==> config.mk <==
export PLATFORM = sky130hd
export DESIGN_NAME = button_debounce_click_classifier_flat
export DESIGN_NICKNAME = d
export VERILOG_FILES = /design/src/rtl/core/bdcc_pkg.sv /design/src/rtl/core/bdcc_if.sv /design/src/rtl/core/bdcc_core.sv /design/src/rtl/core/button_debounce_click_classifier.sv /design/src/flat_wrapper.sv
export SDC_FILE = /design/constraint.sdc
export NUM_CORES = 1
export LEC_CHECK = 0
export ABC_AREA = 1
export BUFFER_PORTS_ARGS = -buffer_cell sky130_fd_sc_hd__buf_2
export CAP_MARGIN = 20
export CELL_PAD_IN_SITES_DETAIL_PLACEMENT = 1
export CELL_PAD_IN_SITES_GLOBAL_PLACEMENT = 2
export CORE_UTILIZATION = 37
export CTS_BUF_LIST = sky130_fd_sc_hd__clkbuf_8
export CTS_CLUSTER_DIAMETER = 150
export DETAILED_ROUTE_END_ITERATION = 10
export PLACE_DENSITY = 0.95
export SLEW_MARGIN = 5
export SYNTH_ARGS = -nofsm -noshare
export SYNTH_HDL_FRONTEND = slang
export SYNTH_SLANG_ARGS = --single-unit
==> constraint.sdc <==
create_clock -name clk -period 7.8 [get_ports clk]
set_input_delay 0.78 -clock clk [delete_from_list [all_inputs] [get_ports clk]]
set_output_delay 0.78 -clock clk [all_outputs]
set_load 0.005 [all_outputs]
==> src/rtl/core/bdcc_pkg.sv <==
`timescale 1ns / 1ps
// Shared types and constants for the button debounce and click classifier.
// No dependencies; every other file of the block imports this package.
package bdcc_pkg;

  localparam int NOW_W      = 48;
  localparam int LOCKOUT_W  = 20;
  localparam int WINDOW_W   = 24;
  localparam int CFG_DATA_W = 24;
  localparam int CFG_IDX_W  = 2;

  // click event codes
  localparam logic [1:0] EV_NONE   = 2'd0;
  localparam logic [1:0] EV_SINGLE = 2'd1;
  localparam logic [1:0] EV_DOUBLE = 2'd2;

  // configuration register indexes
  localparam logic [CFG_IDX_W-1:0] CFG_ENABLE  = 2'd0;
  localparam logic [CFG_IDX_W-1:0] CFG_LOCKOUT = 2'd1;
  localparam logic [CFG_IDX_W-1:0] CFG_WINDOW  = 2'd2;

  localparam logic [LOCKOUT_W-1:0] LOCKOUT_RESET = 20'd30000;
  localparam logic [WINDOW_W-1:0]  WINDOW_RESET  = 24'd400000;

  typedef struct packed {
    logic                 enable;
    logic [LOCKOUT_W-1:0] lockout_us;
    logic [WINDOW_W-1:0]  window_us;
  } cfg_t;

  typedef struct packed {
    logic [1:0] event_res;
    logic       debounced_pressed;
  } res_t;

endpackage

==> src/rtl/core/bdcc_if.sv <==
`timescale 1ns / 1ps
// Valid/ready channel interfaces for polls, results and register writes.
// Depends on bdcc_pkg for payload widths.
interface bdcc_in_if import bdcc_pkg::*; ();
  logic             valid;
  logic             ready;
  logic             pin_level;
  logic [NOW_W-1:0] now_us;
  modport source (output valid, pin_level, now_us, input ready);
  modport sink (input valid, pin_level, now_us, output ready);
endinterface

interface bdcc_out_if import bdcc_pkg::*; ();
  logic       valid;
  logic       ready;
  logic [1:0] event_res;
  logic       debounced_pressed;
  modport source (output valid, event_res, debounced_pressed, input ready);
  modport sink (input valid, event_res, debounced_pressed, output ready);
endinterface

interface bdcc_cfg_if import bdcc_pkg::*; ();
  logic                  valid;
  logic                  ready;
  logic [CFG_IDX_W-1:0]  index;
  logic [CFG_DATA_W-1:0] data;
  modport source (output valid, index, data, input ready);
  modport sink (input valid, index, data, output ready);
endinterface

==> src/rtl/core/bdcc_core.sv <==
`timescale 1ns / 1ps
// Debounce and click state with its one-pass update for a single poll.
// Depends on bdcc_pkg (cfg_t, res_t, event codes).
module bdcc_core import bdcc_pkg::*; #(
  parameter int TIME_BITS = 48
) (
  input  logic                 clk,
  input  logic                 rst,
  input  logic                 step,
  input  cfg_t                 cfg,
  input  logic                 pressed,
  input  logic [TIME_BITS-1:0] now,
  output res_t                 res
);

  logic                 stable_level;
  logic                 pending_click;
  logic [TIME_BITS-1:0] first_press_time;
  logic [TIME_BITS-1:0] last_change_time;

  logic                 stable_level_next;
  logic                 pending_click_next;
  logic [TIME_BITS-1:0] first_press_time_next;
  logic [TIME_BITS-1:0] last_change_time_next;

  logic [TIME_BITS-1:0] since_change;
  logic [TIME_BITS-1:0] since_first;
  logic [TIME_BITS-1:0] lockout_ext;
  logic [TIME_BITS-1:0] window_ext;
  logic                 change_ok;
  logic                 in_window;
  logic [1:0]           event_res;

  // elapsed time wraps modulo 2^TIME_BITS
  assign since_change = now - last_change_time;
  assign since_first  = now - first_press_time;
  assign lockout_ext  = TIME_BITS'(cfg.lockout_us);
  assign window_ext   = TIME_BITS'(cfg.window_us);
  assign change_ok    = (pressed != stable_level) && (since_change >= lockout_ext);
  assign in_window    = since_first <= window_ext;

  always_comb begin
    stable_level_next     = stable_level;
    pending_click_next    = pending_click;
    first_press_time_next = first_press_time;
    last_change_time_next = last_change_time;
    event_res             = EV_NONE;
    if (cfg.enable) begin
      if (change_ok) begin
        last_change_time_next = now;
        stable_level_next     = pressed;
        if (pressed) begin
          if (pending_click && in_window) begin
            pending_click_next = 1'b0;
            event_res          = EV_DOUBLE;
          end else begin
            pending_click_next    = 1'b1;
            first_press_time_next = now;
          end
        end
      end
      // an accepted press restarts the click at zero age, so it cannot expire here
      if (event_res == EV_NONE && pending_click && !in_window
          && !(change_ok && pressed)) begin
        pending_click_next = 1'b0;
        event_res          = EV_SINGLE;
      end
    end
  end

  assign res.event_res         = event_res;
  assign res.debounced_pressed = cfg.enable & stable_level_next;

  always_ff @(posedge clk) begin
    if (rst) begin
      stable_level     <= 1'b0;
      pending_click    <= 1'b0;
      first_press_time <= '0;
      last_change_time <= '0;
    end else if (step) begin
      stable_level     <= stable_level_next;
      pending_click    <= pending_click_next;
      first_press_time <= first_press_time_next;
      last_change_time <= last_change_time_next;
    end
  end

  a_disabled_holds: assert property (@(posedge clk) disable iff (rst)
    step && !cfg.enable |=> $stable(stable_level) && $stable(pending_click)
      && $stable(first_press_time) && $stable(last_change_time))
    else $error("state moved on a disabled poll");

  a_click_clears_pending: assert property (@(posedge clk) disable iff (rst)
    step && (res.event_res == EV_SINGLE || res.event_res == EV_DOUBLE)
      |=> !pending_click)
    else $error("click reported but pending click kept");

  a_change_stamps_time: assert property (@(posedge clk) disable iff (rst)
    step && cfg.enable && change_ok |=> last_change_time == $past(now)
      && stable_level == $past(pressed))
    else $error("accepted change not recorded");

  a_event_code: assert property (@(posedge clk) disable iff (rst)
    res.event_res != 2'd3)
    else $error("undefined event code");

endmodule

==> src/rtl/core/button_debounce_click_classifier.sv <==
`timescale 1ns / 1ps
// Top level: poll input register, click classifier core, result register
// and configuration registers. Depends on bdcc_pkg, bdcc_if and bdcc_core.
//
//  channel  | dir | payload                          | transfer when
//  poll     | in  | pin_level, now_us                | poll.valid & poll.ready
//  result   | out | event_res, debounced_pressed     | result.valid & result.ready
//  cfg      | in  | index, data                      | cfg.valid & cfg.ready
//
// One poll per cycle unless the result stalls; each poll passes from its transfer
// through the input register, then the classifier update into the result register.
// The state update for a poll happens as it leaves the input register, so the
// next poll sees it in the following cycle.
// Reset (rst, synchronous) clears state and loads the register defaults.
// A stalled result holds both stages; poll.ready drops only when both are full.
module button_debounce_click_classifier import bdcc_pkg::*; #(
  parameter int TIME_BITS = 48
) (
  input logic  clk,
  input logic  rst,
  bdcc_in_if.sink   poll,
  bdcc_out_if.source result,
  bdcc_cfg_if.sink  cfg
);

  cfg_t                 cfg_reg;
  logic                 in_valid;
  logic                 in_pressed;
  logic [TIME_BITS-1:0] in_now;
  logic                 out_valid;
  res_t                 out_res;
  res_t                 core_res;
  logic                 advance;
  logic                 step;

  assign advance    = !out_valid || result.ready;
  assign step       = in_valid && advance;
  assign poll.ready = !in_valid || advance;
  assign cfg.ready  = 1'b1;

  always_ff @(posedge clk) begin
    if (rst) begin
      cfg_reg.enable     <= 1'b0;
      cfg_reg.lockout_us <= LOCKOUT_RESET;
      cfg_reg.window_us  <= WINDOW_RESET;
    end else if (cfg.valid) begin
      unique case (cfg.index)
        CFG_ENABLE:  cfg_reg.enable     <= cfg.data[0];
        CFG_LOCKOUT: cfg_reg.lockout_us <= cfg.data[LOCKOUT_W-1:0];
        CFG_WINDOW:  cfg_reg.window_us  <= cfg.data[WINDOW_W-1:0];
        default: ;  // no register here: drop the write
      endcase
    end
  end

  // input register
  always_ff @(posedge clk) begin
    if (rst) begin
      in_valid <= 1'b0;
    end else if (poll.ready) begin
      in_valid <= poll.valid;
    end
  end

  always_ff @(posedge clk) begin
    if (poll.valid && poll.ready) begin
      in_pressed <= ~poll.pin_level;
      in_now     <= TIME_BITS'(poll.now_us);
    end
  end

  bdcc_core #(
    .TIME_BITS(TIME_BITS)
  ) u_core (
    .clk     (clk),
    .rst     (rst),
    .step    (step),
    .cfg     (cfg_reg),
    .pressed (in_pressed),
    .now     (in_now),
    .res     (core_res)
  );

  // result register
  always_ff @(posedge clk) begin
    if (rst) begin
      out_valid <= 1'b0;
    end else if (advance) begin
      out_valid <= in_valid;
    end
  end

  always_ff @(posedge clk) begin
    if (step) begin
      out_res <= core_res;
    end
  end

  assign result.valid             = out_valid;
  assign result.event_res         = out_res.event_res;
  assign result.debounced_pressed = out_res.debounced_pressed;

endmodule
==> src/flat_wrapper.sv <==
// flat-port wrapper written by rule: the top's interface ports become plain ports
module button_debounce_click_classifier_flat import bdcc_pkg::*;
#(
  parameter int TIME_BITS = 48
)
  (clk, rst, poll_valid, poll_pin_level, poll_now_us, poll_ready, result_valid, result_event_res, result_debounced_pressed, result_ready, cfg_valid, cfg_index, cfg_data, cfg_ready);
  bdcc_in_if poll_i ();
  bdcc_out_if result_i ();
  bdcc_cfg_if cfg_i ();
  input logic clk;
  input logic rst;
  input wire logic [$bits(poll_i.valid)-1:0] poll_valid;
  input wire logic [$bits(poll_i.pin_level)-1:0] poll_pin_level;
  input wire logic [$bits(poll_i.now_us)-1:0] poll_now_us;
  output wire logic [$bits(poll_i.ready)-1:0] poll_ready;
  output wire logic [$bits(result_i.valid)-1:0] result_valid;
  output wire logic [$bits(result_i.event_res)-1:0] result_event_res;
  output wire logic [$bits(result_i.debounced_pressed)-1:0] result_debounced_pressed;
  input wire logic [$bits(result_i.ready)-1:0] result_ready;
  input wire logic [$bits(cfg_i.valid)-1:0] cfg_valid;
  input wire logic [$bits(cfg_i.index)-1:0] cfg_index;
  input wire logic [$bits(cfg_i.data)-1:0] cfg_data;
  output wire logic [$bits(cfg_i.ready)-1:0] cfg_ready;
  assign poll_i.valid = poll_valid;
  assign poll_i.pin_level = poll_pin_level;
  assign poll_i.now_us = poll_now_us;
  assign poll_ready = poll_i.ready;
  assign result_valid = result_i.valid;
  assign result_event_res = result_i.event_res;
  assign result_debounced_pressed = result_i.debounced_pressed;
  assign result_i.ready = result_ready;
  assign cfg_i.valid = cfg_valid;
  assign cfg_i.index = cfg_index;
  assign cfg_i.data = cfg_data;
  assign cfg_ready = cfg_i.ready;
  button_debounce_click_classifier #(.TIME_BITS(TIME_BITS)) u_core (.clk(clk), .rst(rst), .poll(poll_i), .result(result_i), .cfg(cfg_i));
endmodule
* Yosys cells after proc, flatten, opt, wreduce, memory -nomap -nowiden
Cells that the tools add are included.
** Cells by class
- $add $sub $neg :: 2
- Magnitude comparators :: 2
- Eq/ne operators :: 3
- Mux-type cells :: 11
- Bitwise operators :: 4
- Reductions and logical operators :: 25
** Operators by type and width (number)
- 48-bit subtractor :: 2
- 48-bit by 20-bit >= comparator with 1-bit output :: 1
- 48-bit by 24-bit <= comparator with 1-bit output :: 1
- 1-bit logical AND :: 8
- 2-bit 2-to-1 mux :: 4
- 1-bit 2-to-1 mux :: 7
- 2-bit AND reduction :: 3
- 5-bit AND reduction :: 1
- 1-bit logical NOT :: 4
- 2-bit logical NOT :: 2
- 4-bit AND reduction :: 1
- 2-bit nonzero test :: 2
- 1-bit NOT :: 3
- 3-bit AND reduction :: 1
- 2-bit by 1-bit equality test with 1-bit output (second input constant) :: 1
- 2-bit equality test (second input constant) :: 1
- 1-bit logical OR :: 2
- 2-bit OR reduction :: 1
- 1-bit bitwise AND :: 1
- 1-bit inequality test :: 1
** Word-level totals
- Flip-flop bits (word level) :: 197
- Output and inout port bits :: 6

* Depth between registers and ports, before layout
Gate-level depths: netlist (run 1).
- Depth after elaboration :: 13
- Gate-level depth with buffers :: 32
- Mapped depth without buffers :: 30

* By module
Synthesis (run 1) repeated with hierarchy kept, for this count alone.
** Second synthesis, totals
- Cells, all modules :: 2786
- Area total of the unflattened synthesis :: 16794.9 um2
** By module, submodules not included
- bdcc_core :: instances 1, cells each 2454, area an instance 13329.0 um2, seq. area each 1961.9 um2
- button_debounce_click_classifier :: instances 1, cells each 332, area an instance 3465.8 um2, seq. area each 2502.4 um2

* Worst setup path after synthesis (run 1)
OpenSTA, ideal clock, no wires.
- Path kind :: register -> register
- From :: register u_core.in_now[0]
- To :: register u_core.u_core.first_press_time[33]
- Data arrival time :: 3499 ps
- Data required time :: 7688 ps
- Slack :: 4190 ps
- Stages on the path, launching flop included :: 32
- Buffers on the path :: 2
- Clock period less this slack :: 3610 ps
- Cell sequence :: edfxtp_1 -> inv_1 -> ha_1 -> fa_1 -> inv_1 -> nand3_1 -> nand3_1 -> nand2_1 -> nand2_2 -> nand2_1 -> nand2_1 -> nand2_1 -> nand2_1 -> xor2_1 -> ha_1 -> nand4_1 -> inv_1 -> nand2_1 -> nand3_1 -> nand2_1 -> a21boi_0 -> nand2_1 -> nor2_1 -> nand3_1 -> nor2_4 -> nand4_4 -> inv_2 -> nor2_4 -> buf_6 -> buf_6 -> nor2_2 -> nor2_1
** On the way
- Cells in the longest elaborated chain, start to end :: 5
- Elaborated cells on any way between the ends :: 8
- Those cells by class :: 2 x add/sub; 2 x order compare; 1 x bitwise; 3 x reduce/logical
** Ends and longest elaborated chain
- from (decl) :: RTL line button_debounce_click_classifier.sv:29 : logic [TIME_BITS-1:0] in_now;
- from (signal assigned) :: RTL line button_debounce_click_classifier.sv:68 : in_now <= TIME_BITS'(poll.now_us);
- 48-bit subtractor :: RTL line bdcc_core.sv:36 : assign since_first = now - first_press_time;
- 48-bit by 24-bit <= comparator with 1-bit output :: RTL line bdcc_core.sv:40 : assign in_window = since_first <= window_ext;
- 1-bit logical AND :: RTL line bdcc_core.sv:53 : if (pending_click && in_window) begin
- 1-bit NOT (no source line)
- 5-bit AND reduction (no source line) (*)
- to (signal assigned) :: RTL line bdcc_core.sv:83 : first_press_time <= first_press_time_next;
- to (decl) :: RTL line bdcc_core.sv:18 : logic [TIME_BITS-1:0] first_press_time;
Mark *: on every way between the ends. The rest lies on a longest branch, timed or not.
A chain may end at the register's enable or synchronous reset.

* Worst setup path in the final report (run 1)
- From :: register u_core.in_now[0]
- To :: register u_core.u_core.first_press_time[9]
The elaborated chain is that of the path after synthesis.

==> key figures, run 1 <==
Detailed routing
  • Vias per std cell: a little over 5
  • Avg WL per Cell: roughly 18 µm
  • Initial DRC count: 920
  • Wirelength, routed: around 60 mm
  • Post-route DRC: 0
  • DRT antenna net count: 0
  • Via count: approximately 17000
  • TritonRoute pass-1 iters: 5

Clock tree
  • Post-CTS setup repair buffer count: 0
  • Clock buffer depth: 2
  • Root Buffer: clkbuf_8
  • H-Tree Depth: 4
  • Post-cts resize count: 0
  • TritonCTS clock tree: done
  • Reg clk slew, reported paths: approximately 110 ps
  • Clk_lat worst skew: 540 ps
  • Sink Count: 197
  • Post-CTS Hold Buffers: 0
  • CTS Buf Count: 17

Run
  • Max cap viols: 0

STA
  • Clock skew: 26.9 ps
  • Endpoints failing hold: 0
  • Setup TNS Final: 0 ps
  • RSZ-0062 raised after global routing: false
  • Max Slew Vio Count: 0
  • Final worst-path cycle share: 0.689
  • FMAX: between 0.15 and 0.2 GHz
  • Worst slew pin tran: 971 ps
  • Tmin final: 5380 ps
  • Final setup viols: 0
  • Worst slew margin: 0.353

Yosys
  • Dominant cells by area after synthesis: nand2_1 20%, dfxtp_1 17%, inv_1 13%
  • Mapped Area: around 17000 µm²
  • Register area share after synthesis: 0.266
  • Yosys warning count: 0
  • Number of flops mapped to enable cells by yosys: 52
  • Syn_nets: approximately 3000
  • Post-synth top area cell: nand2_1
  • Count leader, synth: nand2_1
  • Most frequent cells after synthesis: 873 x nand2_1, 576 x inv_1, 262 x nor2_1, 171 x a21oi_1, 145 x dfxtp_1
  • Avg Inst Size Synth: between 6 and 7 µm²
  • Top_reg_cell synth: dfxtp_1
  • Share of async-settable or async-resettable flops after synthesis: 0
  • #FFs+latches synth: just under 200
  • Cell count after synthesis: around 2800
  • Unique masters post-synth: 50
  • Synth top area share: 0.196

Global routing
  • First-pass GRT wire length: ~97 mm
  • Antenna violations before repair: 0
  • Largest net degree at the start of global routing: 96
  • Vias in the first global route: between 15000 and 20000
  • GRT Overall Usage: 0.271
  • Total grt overflow: 0

Min path
  • Min-delay worst type: in2reg
  • Worst Hold Depth: 1
  • Worst Min Path Start: poll_now_us[45]

Die
  • Chip width: between 200 and 250 µm
  • Placeable Area: roughly 44000 µm²
  • FP Rows: 77
  • Die Area: between 40000 and 50000 µm²
  • Top Ports: 86
  • Die height: approximately 210 µm
  • Starting Density: 0.377

Run status
  • Status: complete, no violations

Final layout
  • Area delta synth->final: 8.22%
  • Layout cells sized above 1: 0.0669
  • Register Area: about 4500 µm²
  • Fin util: 0.408
  • Net count, final: 3034
  • Multi-input gate area: around 9800 µm²
  • Top flop regs: u_core.in_now x48, u_core.u_core.first_press_time x48, u_core.u_core.last_change_time x48
  • FILL cells: approximately 6100

Pwr
  • Pwr Density: roughly 140 nW/µm²
  • Worst vdd ir: about 0.15 mV
  • Leakage: 9.42 nW
  • Overall power: 2.57 mW

Placement
  • Dpl hpwl: roughly 52 mm
  • Port Buffers: 84
  • Placer Congestion: a little under 1

Critical path
  • R2R depth: 25
  • Setup CP Type: reg2reg
  • Crit path DAT: 5810 ps
  • CP endpoint kind: flop
  • Critical path fanouts, max: 50
  • FF-to-FF Start: u_core.in_now[0]
  • Startpoint types: flop
  • Worst Path Required: 8230 ps
  • Critical path launch point: u_core.in_now[0]
metal layers:
metal / wire (µm) / GRT usage / vias up
met1: 28400 / 0.344 / 8172
met5: 0 / 0 / -
met2: 29300 / 0.469 / 310
met3: 2180 / 0.0323 / 90
li1: - / - / 8641
met4: 1990 / 0.0950 / 0
worst max-delay path, stage by stage, from the launching register on:
cell and delay [ps]:
edfxtp_1 390, inv_1 100, ha_1 220, fa_1 420
inv_1 100, nand4_1 100, nand2_1 210, nand2_1 80
nand2_1 240, xor2_1 340, ha_1 200, nand4_1 130
nor3_1 210, and3_1 230, inv_1 100, nand2_1 100
nand2_1 60, nor2_1 120, nand3_1 120, nor2_4 130
nand4_4 690, inv_2 280, nor2_4 60, buf_4 320
nor2_1 210, nor2_1 60
metrics by stage:
step | cell area [µm²] | worst slack [ps] | hold WS (ps) | instances
after floorplan | 16800 | 4190 | 435 | 2757
after global placement | 17700 | 2640 | 447 | 3385
after detailed placement | 17700 | 2450 | 454 | 3385
after CTS | 18100 | 2450 | 391 | 3417
after global routing | 18100 | 1920 | 393 | 3419
final | 18100 | 2420 | 424 | 3420
logic make-up after synthesis:
family,share of synthesized area
adder cells (fa/ha/maj),0.105
AND/OR/NAND/NOR,0.350
flip-flops,0.266
buffers and inverters,0.150
XOR/XNOR,0.0220
other,0.000224
AO/OA/AOI/OAI,0.106
worst paths after layout:
kind	endpoint	slack, ps
setup reg to reg	u_core.u_core.first_press_time[9]	2420
hold / removal	u_core.in_now[45]	420
hold reg to reg	u_core.u_core.last_change_time[18]	470
setup / recovery	u_core.u_core.first_press_time[9]	2420
cells in the final DEF (no fill, tap or decap), types with 52 or more instances in the layout:
cell and n:
nand2_1 873, inv_1 575, nor2_1 262, a21oi_1 171
dfxtp_1 145, ha_1 138, o21ai_0 97, nand3_1 94
buf_2 84, nand4_1 83, edfxtp_1 52
where the power goes:
| group | total, mW | internal, mW | switching [mW] | leakage, nW |
|---|---|---|---|---|
| sequential | 1.12 | 1.09 | 0.0341 | 1.68 |
| combinational | 0.737 | 0.242 | 0.495 | 7.53 |
| clock | 0.714 | 0.293 | 0.421 | 0.208 |
final cells by class:
type | count | area share
clock inverter | 15 | 0.00911
multi-input combinational | 1913 | 0.540
inverter | 594 | 0.123
timing repair buffer | 91 | 0.0279
clock buffer | 17 | 0.0129
antenna | 1 | 0.000138
tap | 592 | 0.0409
sequential | 197 | 0.246
Note: power is estimated with default switching activity, not from simulation.
==> inputs of run 2 (changes only) <==
Settings changed: CORE_UTILIZATION 37 to 35.
Clock period 7.8 ns to 5.27 ns, I/O delays scaled along.
==> run 2 against run 1 <==
The flow now finishes with violations (design-rule violations). Power increased by 50%. Setup slack got worse by 1900 ps. Clock skew increased by 5.7 ps. Via count decreased by 0.53%. Count of clock-buffer cells in the layout unchanged. Clock power increased by 57%. Sequential power increased by 48%. Fmax increased by 12%. Utilization decreased by 1.9 points. Critical path depth increased by 5. Die area increased by 5.7%. Critical path type unchanged. Largest power group unchanged.
==> key figures, run 2 (synthesis results as in run 1) <==
Die
  • Starting Density: 0.358 (-0.0196)
  • Die Area: 48800 µm² (+5.7%)
  • Die height: 221 µm (+2.8%)
  • Placeable Area: 46900 µm² (+5.5%)
  • FP Rows: 79 (+2.6%)
  • Top Ports: 86 (unchanged)
  • Chip width: 221 µm (+2.8%)

Critical path
  • Critical path fanouts, max: 48 (-4.0%)
  • Startpoint types: flop
  • Setup CP Type: reg2reg
  • Crit path DAT: 5220 ps (-590 ps)
  • Worst path slowest cell: fa_1
  • CP most frequent cell: nand2_1
  • R2R depth: 30 (+20%)
  • Critical Path Max Stage Delay: 440 ps (-250 ps)
  • Worst Path Required: 5700 ps (-2530 ps)
  • CP endpoint kind: flop

STA
  • Final worst-path cycle share: 0.908 (+0.219)
  • Endpoints failing hold: 0 (unchanged)
  • Worst slew margin: 0.472 (+0.120)
  • RSZ-0062 raised after global routing: false
  • FMAX: 0.209 GHz (+12%)
  • Final setup viols: 0 (unchanged)
  • Tmin final: 4790 ps (-591 ps)
  • Clock skew: 32.7 ps (+5.74 ps)
  • Worst slew pin tran: 790 ps (-181 ps)
  • Max Slew Vio Count: 0 (unchanged)
  • Setup TNS Final: 0 ps (unchanged)

Final layout
  • Layout cells sized above 1: 0.0686 (+0.00170)
  • Final instance area: 18200 µm² (+0.46%)
  • N_diodes: 0 (-1)
  • Top flop regs: u_core.in_now x48, u_core.u_core.first_press_time x48, u_core.u_core.last_change_time x48
  • Net count, final: 3037 (+0.099%)
  • Area delta synth->final: 8.72%
  • Most common cell after layout, fill and taps aside: nand2_1
  • Commonest cells after routing, fill and taps aside: 873 x nand2_1, 574 x inv_1, 262 x nor2_1

Global routing
  • First-pass GRT wire length: 95.1 mm (-2.4%)
  • Vias in the first global route: 17388 (-1.5%)
  • Total grt overflow: 0 (unchanged)
  • Antenna violations before repair: 0 (unchanged)
  • GRT Overall Usage: 0.256 (-0.0146)
  • Largest net degree at the start of global routing: 56 (-42%)

Detailed routing
  • Post-route DRC: 12 (+12)
  • TritonRoute pass-1 iters: 8 (+3)
  • Via count: 17122 (-0.53%)
  • Avg WL per Cell: 17.9 µm (-0.90%)
  • Initial DRC count: 871 (-5.3%)
  • DRT antenna net count: 0 (unchanged)
  • Wirelength, routed: 61.6 mm (-0.40%)
  • Vias per std cell: 4.98 (-1.0%)

Placement
  • Dpl hpwl: 51.9 mm (-0.31%)
  • Placer Congestion: 0.937 (-2.5%)
  • Port Buffers: 84 (unchanged)
  • Post-DP Area: 17700 µm² (+0.35%)

Clock tree
  • H-Tree Depth: 4 (unchanged)
  • Clk_lat worst skew: 540 ps (about the same)
  • Post-CTS Hold Buffers: 0 (unchanged)
  • Reg clk slew, reported paths: 140 ps (+30 ps)
  • Post-CTS setup repair buffer count: 0 (unchanged)
  • Post-cts resize count: 0 (unchanged)
  • CTS Buf Count: 17 (unchanged)
  • TritonCTS clock tree: done
  • Root Buffer: clkbuf_8
  • Clock buffer depth: 2 (unchanged)
  • Sink Count: 197 (unchanged)

Min path
  • Min-delay worst type: in2reg
  • Worst Hold Depth: 1 (unchanged)

Pwr
  • Pwr Density: 212 nW/µm² (+50%)
  • Worst vdd ir: 0.212 mV (+45%)
  • Overall power: 3.86 mW (+50%)
  • Leakage: 9.45 nW (+0.30%)

Run status
  • Status: finished with violations
  • Failing checks: design-rule violations

Run
  • Max cap viols: 0 (unchanged)
[run 2: worst max-delay path: cells and delay by family, from the launching register on]
kind | cells | cell delay (ps)
compound gates | 1 | 180
xor+xnor | 1 | 240
fa+ha+maj | 3 | 950
buf+inv | 5 | 670
flops | 1 | 400
simple gates | 20 | 2200
[run 2: layout make-up]
class / count / area (µm²)
tap: 607 / 759
timing repair buffer: 94 / 520
multi-input combinational: 1913 / 9790
inverter: 594 / 2230
sequential: 197 / 4460
clock inverter: 15 / 218
fill: 6361 / 28600
clock buffer: 17 / 234
[run 2: metrics by stage]
step	cells	util	worst slack [ps]	hold WS [ps]
after floorplan	2757	-	1660	435
after global placement	3404	0.379	738	447
after detailed placement	3404	0.379	484	457
after CTS	3436	0.388	440	124
after global routing	3437	0.389	83.0	121
final	3437	0.389	485	161
[run 2: final timing paths]
check                                                     endpoint                               start  slack [ps]
worst max-delay path            u_core.u_core.first_press_time[10]                    u_core.in_now[0]         480
worst min-delay path                             u_core.in_now[16]                     poll_now_us[16]         160
worst max register to register  u_core.u_core.first_press_time[10]                    u_core.in_now[0]         480
worst min register to register  u_core.u_core.last_change_time[26]  u_core.u_core.last_change_time[26]         470
[run 2: where the power goes]
group | internal (mW) | leakage (nW) | switching [mW] | total [mW]
clock | 0.423 | 0.225 | 0.697 | 1.12
combinational | 0.355 | 7.54 | 0.724 | 1.08
sequential | 1.61 | 1.68 | 0.0578 | 1.66
total | 2.39 | 9.45 | 1.48 | 3.86
[run 2: per-layer routing]
metal	up-vias	share of wire	global-route usage
met4	0	0.022	0.0715
met1	8081	0.46	0.327
met3	62	0.037	0.0278
li1	8661	-	-
met5	-	0	0
met2	318	0.48	0.452
==> inputs of run 3 (changes only) <==
Settings changed: ABC_AREA 1 to default, CORE_UTILIZATION 35 to 39.
==> run 3 against run 2 <==
Final cell count decreased by 22%. Clock skew decreased by 4.1 ps. Largest power group unchanged. Fmax decreased by 17%. Via count decreased by 0.46%. Die area decreased by 17%. The run ends with negative setup slack left. Register-to-register slack got worse by 1000 ps. Final area increased by 5.3%. Sequential power about the same. Sequential cell count unchanged. Global-route usage increased by 3.7 points. Count of clock-buffer cells in the layout unchanged. Critical endpoint is now u_core.u_core.first_press_time[8]. First-iteration DRC count increased by 78%.
==> key figures, run 3 <==
Run status
  • Status: finished with violations
  • Failing checks: negative setup slack

Min path
  • Min-delay worst type: in2reg

Final layout
  • N_diodes: 0 (unchanged)
  • Register Area: 4460 µm² (unchanged)
  • Area delta synth->final: 23.7%
  • Final instance area: 19200 µm² (+5.3%)
  • Multi-input gate area: 10800 µm² (+9.9%)
  • Commonest cells after routing, fill and taps aside: 264 x nand2_1, 180 x buf_4, 162 x a21oi_1
  • Top flop regs: u_core.in_now x48, u_core.u_core.first_press_time x48, u_core.u_core.last_change_time x48
  • Layout cells sized above 1: 0.251 (+0.182)
  • FILL cells: 4732 (-26%)
  • Most common cell after layout, fill and taps aside: nand2_1
  • Net count, final: 2368 (-22%)

Pwr
  • Switching Share: 0.365 (-0.0175)
  • Leakage: 7.14 nW (-24%)
  • Clock Power Share: 0.282 (-0.008)
  • Gate power share: 0.284 (+0.005)
  • Internal: 2.41 mW (+1.1%)
  • Worst vdd ir: 0.186 mV (-12%)
  • Pwr Density: 198 nW/µm² (-6.7%)
  • Share of power burned in registers: 0.434 (+0.003)
  • Sw Pwr: 1.39 mW (-6.2%)

STA
  • Endpoints failing hold: 0 (unchanged)
  • RSZ-0062 raised after global routing: true
  • Worst slew margin: 0.0232 (-0.449)
  • FMAX: 0.173 GHz (-17%)
  • Max Slew Vio Count: 0 (unchanged)
  • Worst slew pin tran: 1470 ps (+675 ps)
  • Final setup margin: -524 ps (-1010 ps)
  • Tmin final: 5790 ps (+1010 ps)
  • Clock skew: 28.5 ps (-4.14 ps)
  • Final worst-path cycle share: 1.10 (+0.191)
  • Hold WS: 133 ps (-27.9 ps)
  • Final setup viols: 101 (+101)

Detailed routing
  • Avg WL per Cell: 24.4 µm (+36%)
  • Initial DRC count: 1549 (+78%)
  • Vias per std cell: 6.36 (+28%)
  • DRT antenna net count: 0 (unchanged)
  • Wirelength, routed: 65.5 mm (+6.4%)
  • TritonRoute pass-1 iters: 5 (-3)
  • Post-route DRC: 0 (-12)
  • Via count: 17044 (-0.46%)

Critical path
  • Worst Path Buf+Inv: 5 (unchanged)
  • Top cell family by delay on the critical path: compound AO/OA/AOI/OAI gates
  • Crit-path cells: buf_4, ha_1, a21oi_1, o22ai_1, a221o_1, buf_4, nor2_2, xnor2_2, ha_1, a21o_1, a21oi_2, nor2b_1, a2111o_1, o211ai_1, buf_4, nand3_2, or4_1, or4_4, o31ai_4, buf_6, nor3_4, buf_12, o31ai_1
  • CP most frequent cell: buf_4
  • Worst path slowest cell: or4_4
  • Crit path DAT: 6220 ps (+1000 ps)
  • Worst Path Required: 5700 ps (about the same)
  • Critical path fanouts, max: 6 (-88%)
  • Setup CP Type: reg2reg
  • Critical Path Max Stage Delay: 580 ps (+140 ps)
  • CP endpoint kind: flop
  • Startpoint types: flop

Die
  • Die height: 201 µm (-8.8%)
  • Top Ports: 86 (unchanged)
  • Placeable Area: 38900 µm² (-17%)
  • Starting Density: 0.398 (+0.0409)
  • FP Rows: 72 (-8.9%)
  • Die Area: 40600 µm² (-17%)
  • Chip width: 201 µm (-8.8%)

Yosys
  • Synth top area share: 0.187 (-0.00839)
  • Top_reg_cell synth: dfxtp_1
  • Avg Inst Size Synth: 7.96 µm² (+31%)
  • Number of flops mapped to enable cells by yosys: 52 (unchanged)
  • #FFs+latches synth: 197 (unchanged)
  • Post-synth top area cell: dfxtp_1
  • Yosys warning count: 0 (unchanged)
  • Register area share after synthesis: 0.288 (+0.0214)
  • Syn_nets: 2169 (-27%)
  • Share of async-settable or async-resettable flops after synthesis: 0 (unchanged)
  • Mapped Area: 15500 µm² (-7.4%)
  • Cell count after synthesis: 1949 (-29%)
  • Count leader, synth: nand2_1
  • Unique masters post-synth: 94 (+88%)
  • Dominant cells by area after synthesis: dfxtp_1 19%, ha_1 11%, edfxtp_1 10%
  • Most frequent cells after synthesis: 268 x nand2_1, 172 x a21oi_1, 161 x inv_1, 145 x dfxtp_1, 138 x ha_1

Clock tree
  • H-Tree Depth: 4 (unchanged)
  • Clock buffer depth: 2 (unchanged)
  • Root Buffer: clkbuf_8
  • Sink Count: 197 (unchanged)
  • Clk_lat worst skew: 560 ps (+20 ps)
  • Reg clk slew, reported paths: 140 ps (about the same)
  • Post-CTS Hold Buffers: 0 (unchanged)
  • CTS Buf Count: 17 (unchanged)
  • TritonCTS clock tree: done

Global routing
  • GRT Overall Usage: 0.293 (+0.0367)
  • Total grt overflow: 0 (unchanged)
  • Vias in the first global route: 16980 (-2.3%)
  • Antenna violations before repair: 0 (unchanged)
  • Largest net degree at the start of global routing: 84 (+50%)
  • First-pass GRT wire length: 94.2 mm (-0.92%)

Placement
  • Post-place setup slack: -567 ps (-1050 ps)
  • Post-DP Area: 17400 µm² (-2.0%)
  • Placer Congestion: 1.01 (+7.6%)
  • Dpl hpwl: 45.4 mm (-12%)
  • Port Buffers: 84 (unchanged)

Run
  • Max cap viols: 0 (unchanged)
==> run 3: changes by cell type after synthesis, sizes merged, moves of 51 or more <==
cell   change
nand2    -612
inv      -428
nor2     -198
nand3     -65
nor4      +63
or4       +56
a31o      +54
o31ai     +51
==> run 3: layout make-up <==
| cell class | instances | area share |
|---|---|---|
| tap | 518 | 0.0338 |
| timing repair buffer | 293 | 0.120 |
| clock buffer | 17 | 0.0122 |
| sequential | 197 | 0.233 |
| inverter | 162 | 0.0318 |
| multi-input combinational | 1477 | 0.561 |
| clock inverter | 15 | 0.00887 |
==> run 3: repair_timing <==
action,CTS,global route
endpoints found under the setup margin,101,101
pin swaps,32,48
gates resized for setup,62,105
cloned,4,10
setup buffers,31,12
hold endpoints to repair,0,0
==> run 3: final timing paths <==
path / startpoint / cells after the start / slack (ps) / endpoint
worst max register to register: u_core.in_now[6] / 23 / -520 / u_core.u_core.first_press_time[8]
worst min register to register: u_core.cfg_reg[16] / 2 / 460 / u_core.cfg_reg[16]
worst min-delay path: poll_now_us[1] / 1 / 130 / u_core.in_now[1]
worst max-delay path: u_core.in_now[6] / 23 / -520 / u_core.u_core.first_press_time[8]
==> run 3: routing by layer <==
layer	vias up	routed length [µm]	global-route usage	share of wire
li1	7624	-	-	-
met3	214	4750	0.0411	0.073
met2	826	30900	0.481	0.47
met5	-	0	0	0
met4	0	2980	0.123	0.045
met1	8380	26800	0.383	0.41
==> run 3: kinds of logic after synthesis <==
family / after synthesis / synth area share
mux: 16 / 0.0106
compound gates: 572 / 0.260
flops: 197 / 0.288
buf+inv: 276 / 0.0715
simple gates: 694 / 0.226
xor+xnor: 53 / 0.0299
fa+ha+maj: 140 / 0.114
other cells: 1 / 0.000242
==> run 3: stage by stage <==
stage               utilization  TNS, ps  std cells  total power [mW]
global placement          0.447   -31810       2598              2.58
CTS                       0.473   -23360       2661              3.68
global route              0.493   -51170       2679              3.92
floorplan                     -        0       1949              2.25
finish                    0.493   -35150       2679              3.80
detailed placement        0.447   -51960       2598              2.62
==> run 3: power by group through the flow <==
stage               logic [mW]  clock network [mW]  registers (mW)
finish                    1.08                1.07            1.65
global route              1.16                1.12            1.65
CTS                      0.983                1.06            1.64
detailed placement       0.943                   0            1.68
global placement         0.901                   0            1.68
floorplan                0.599                   0            1.65
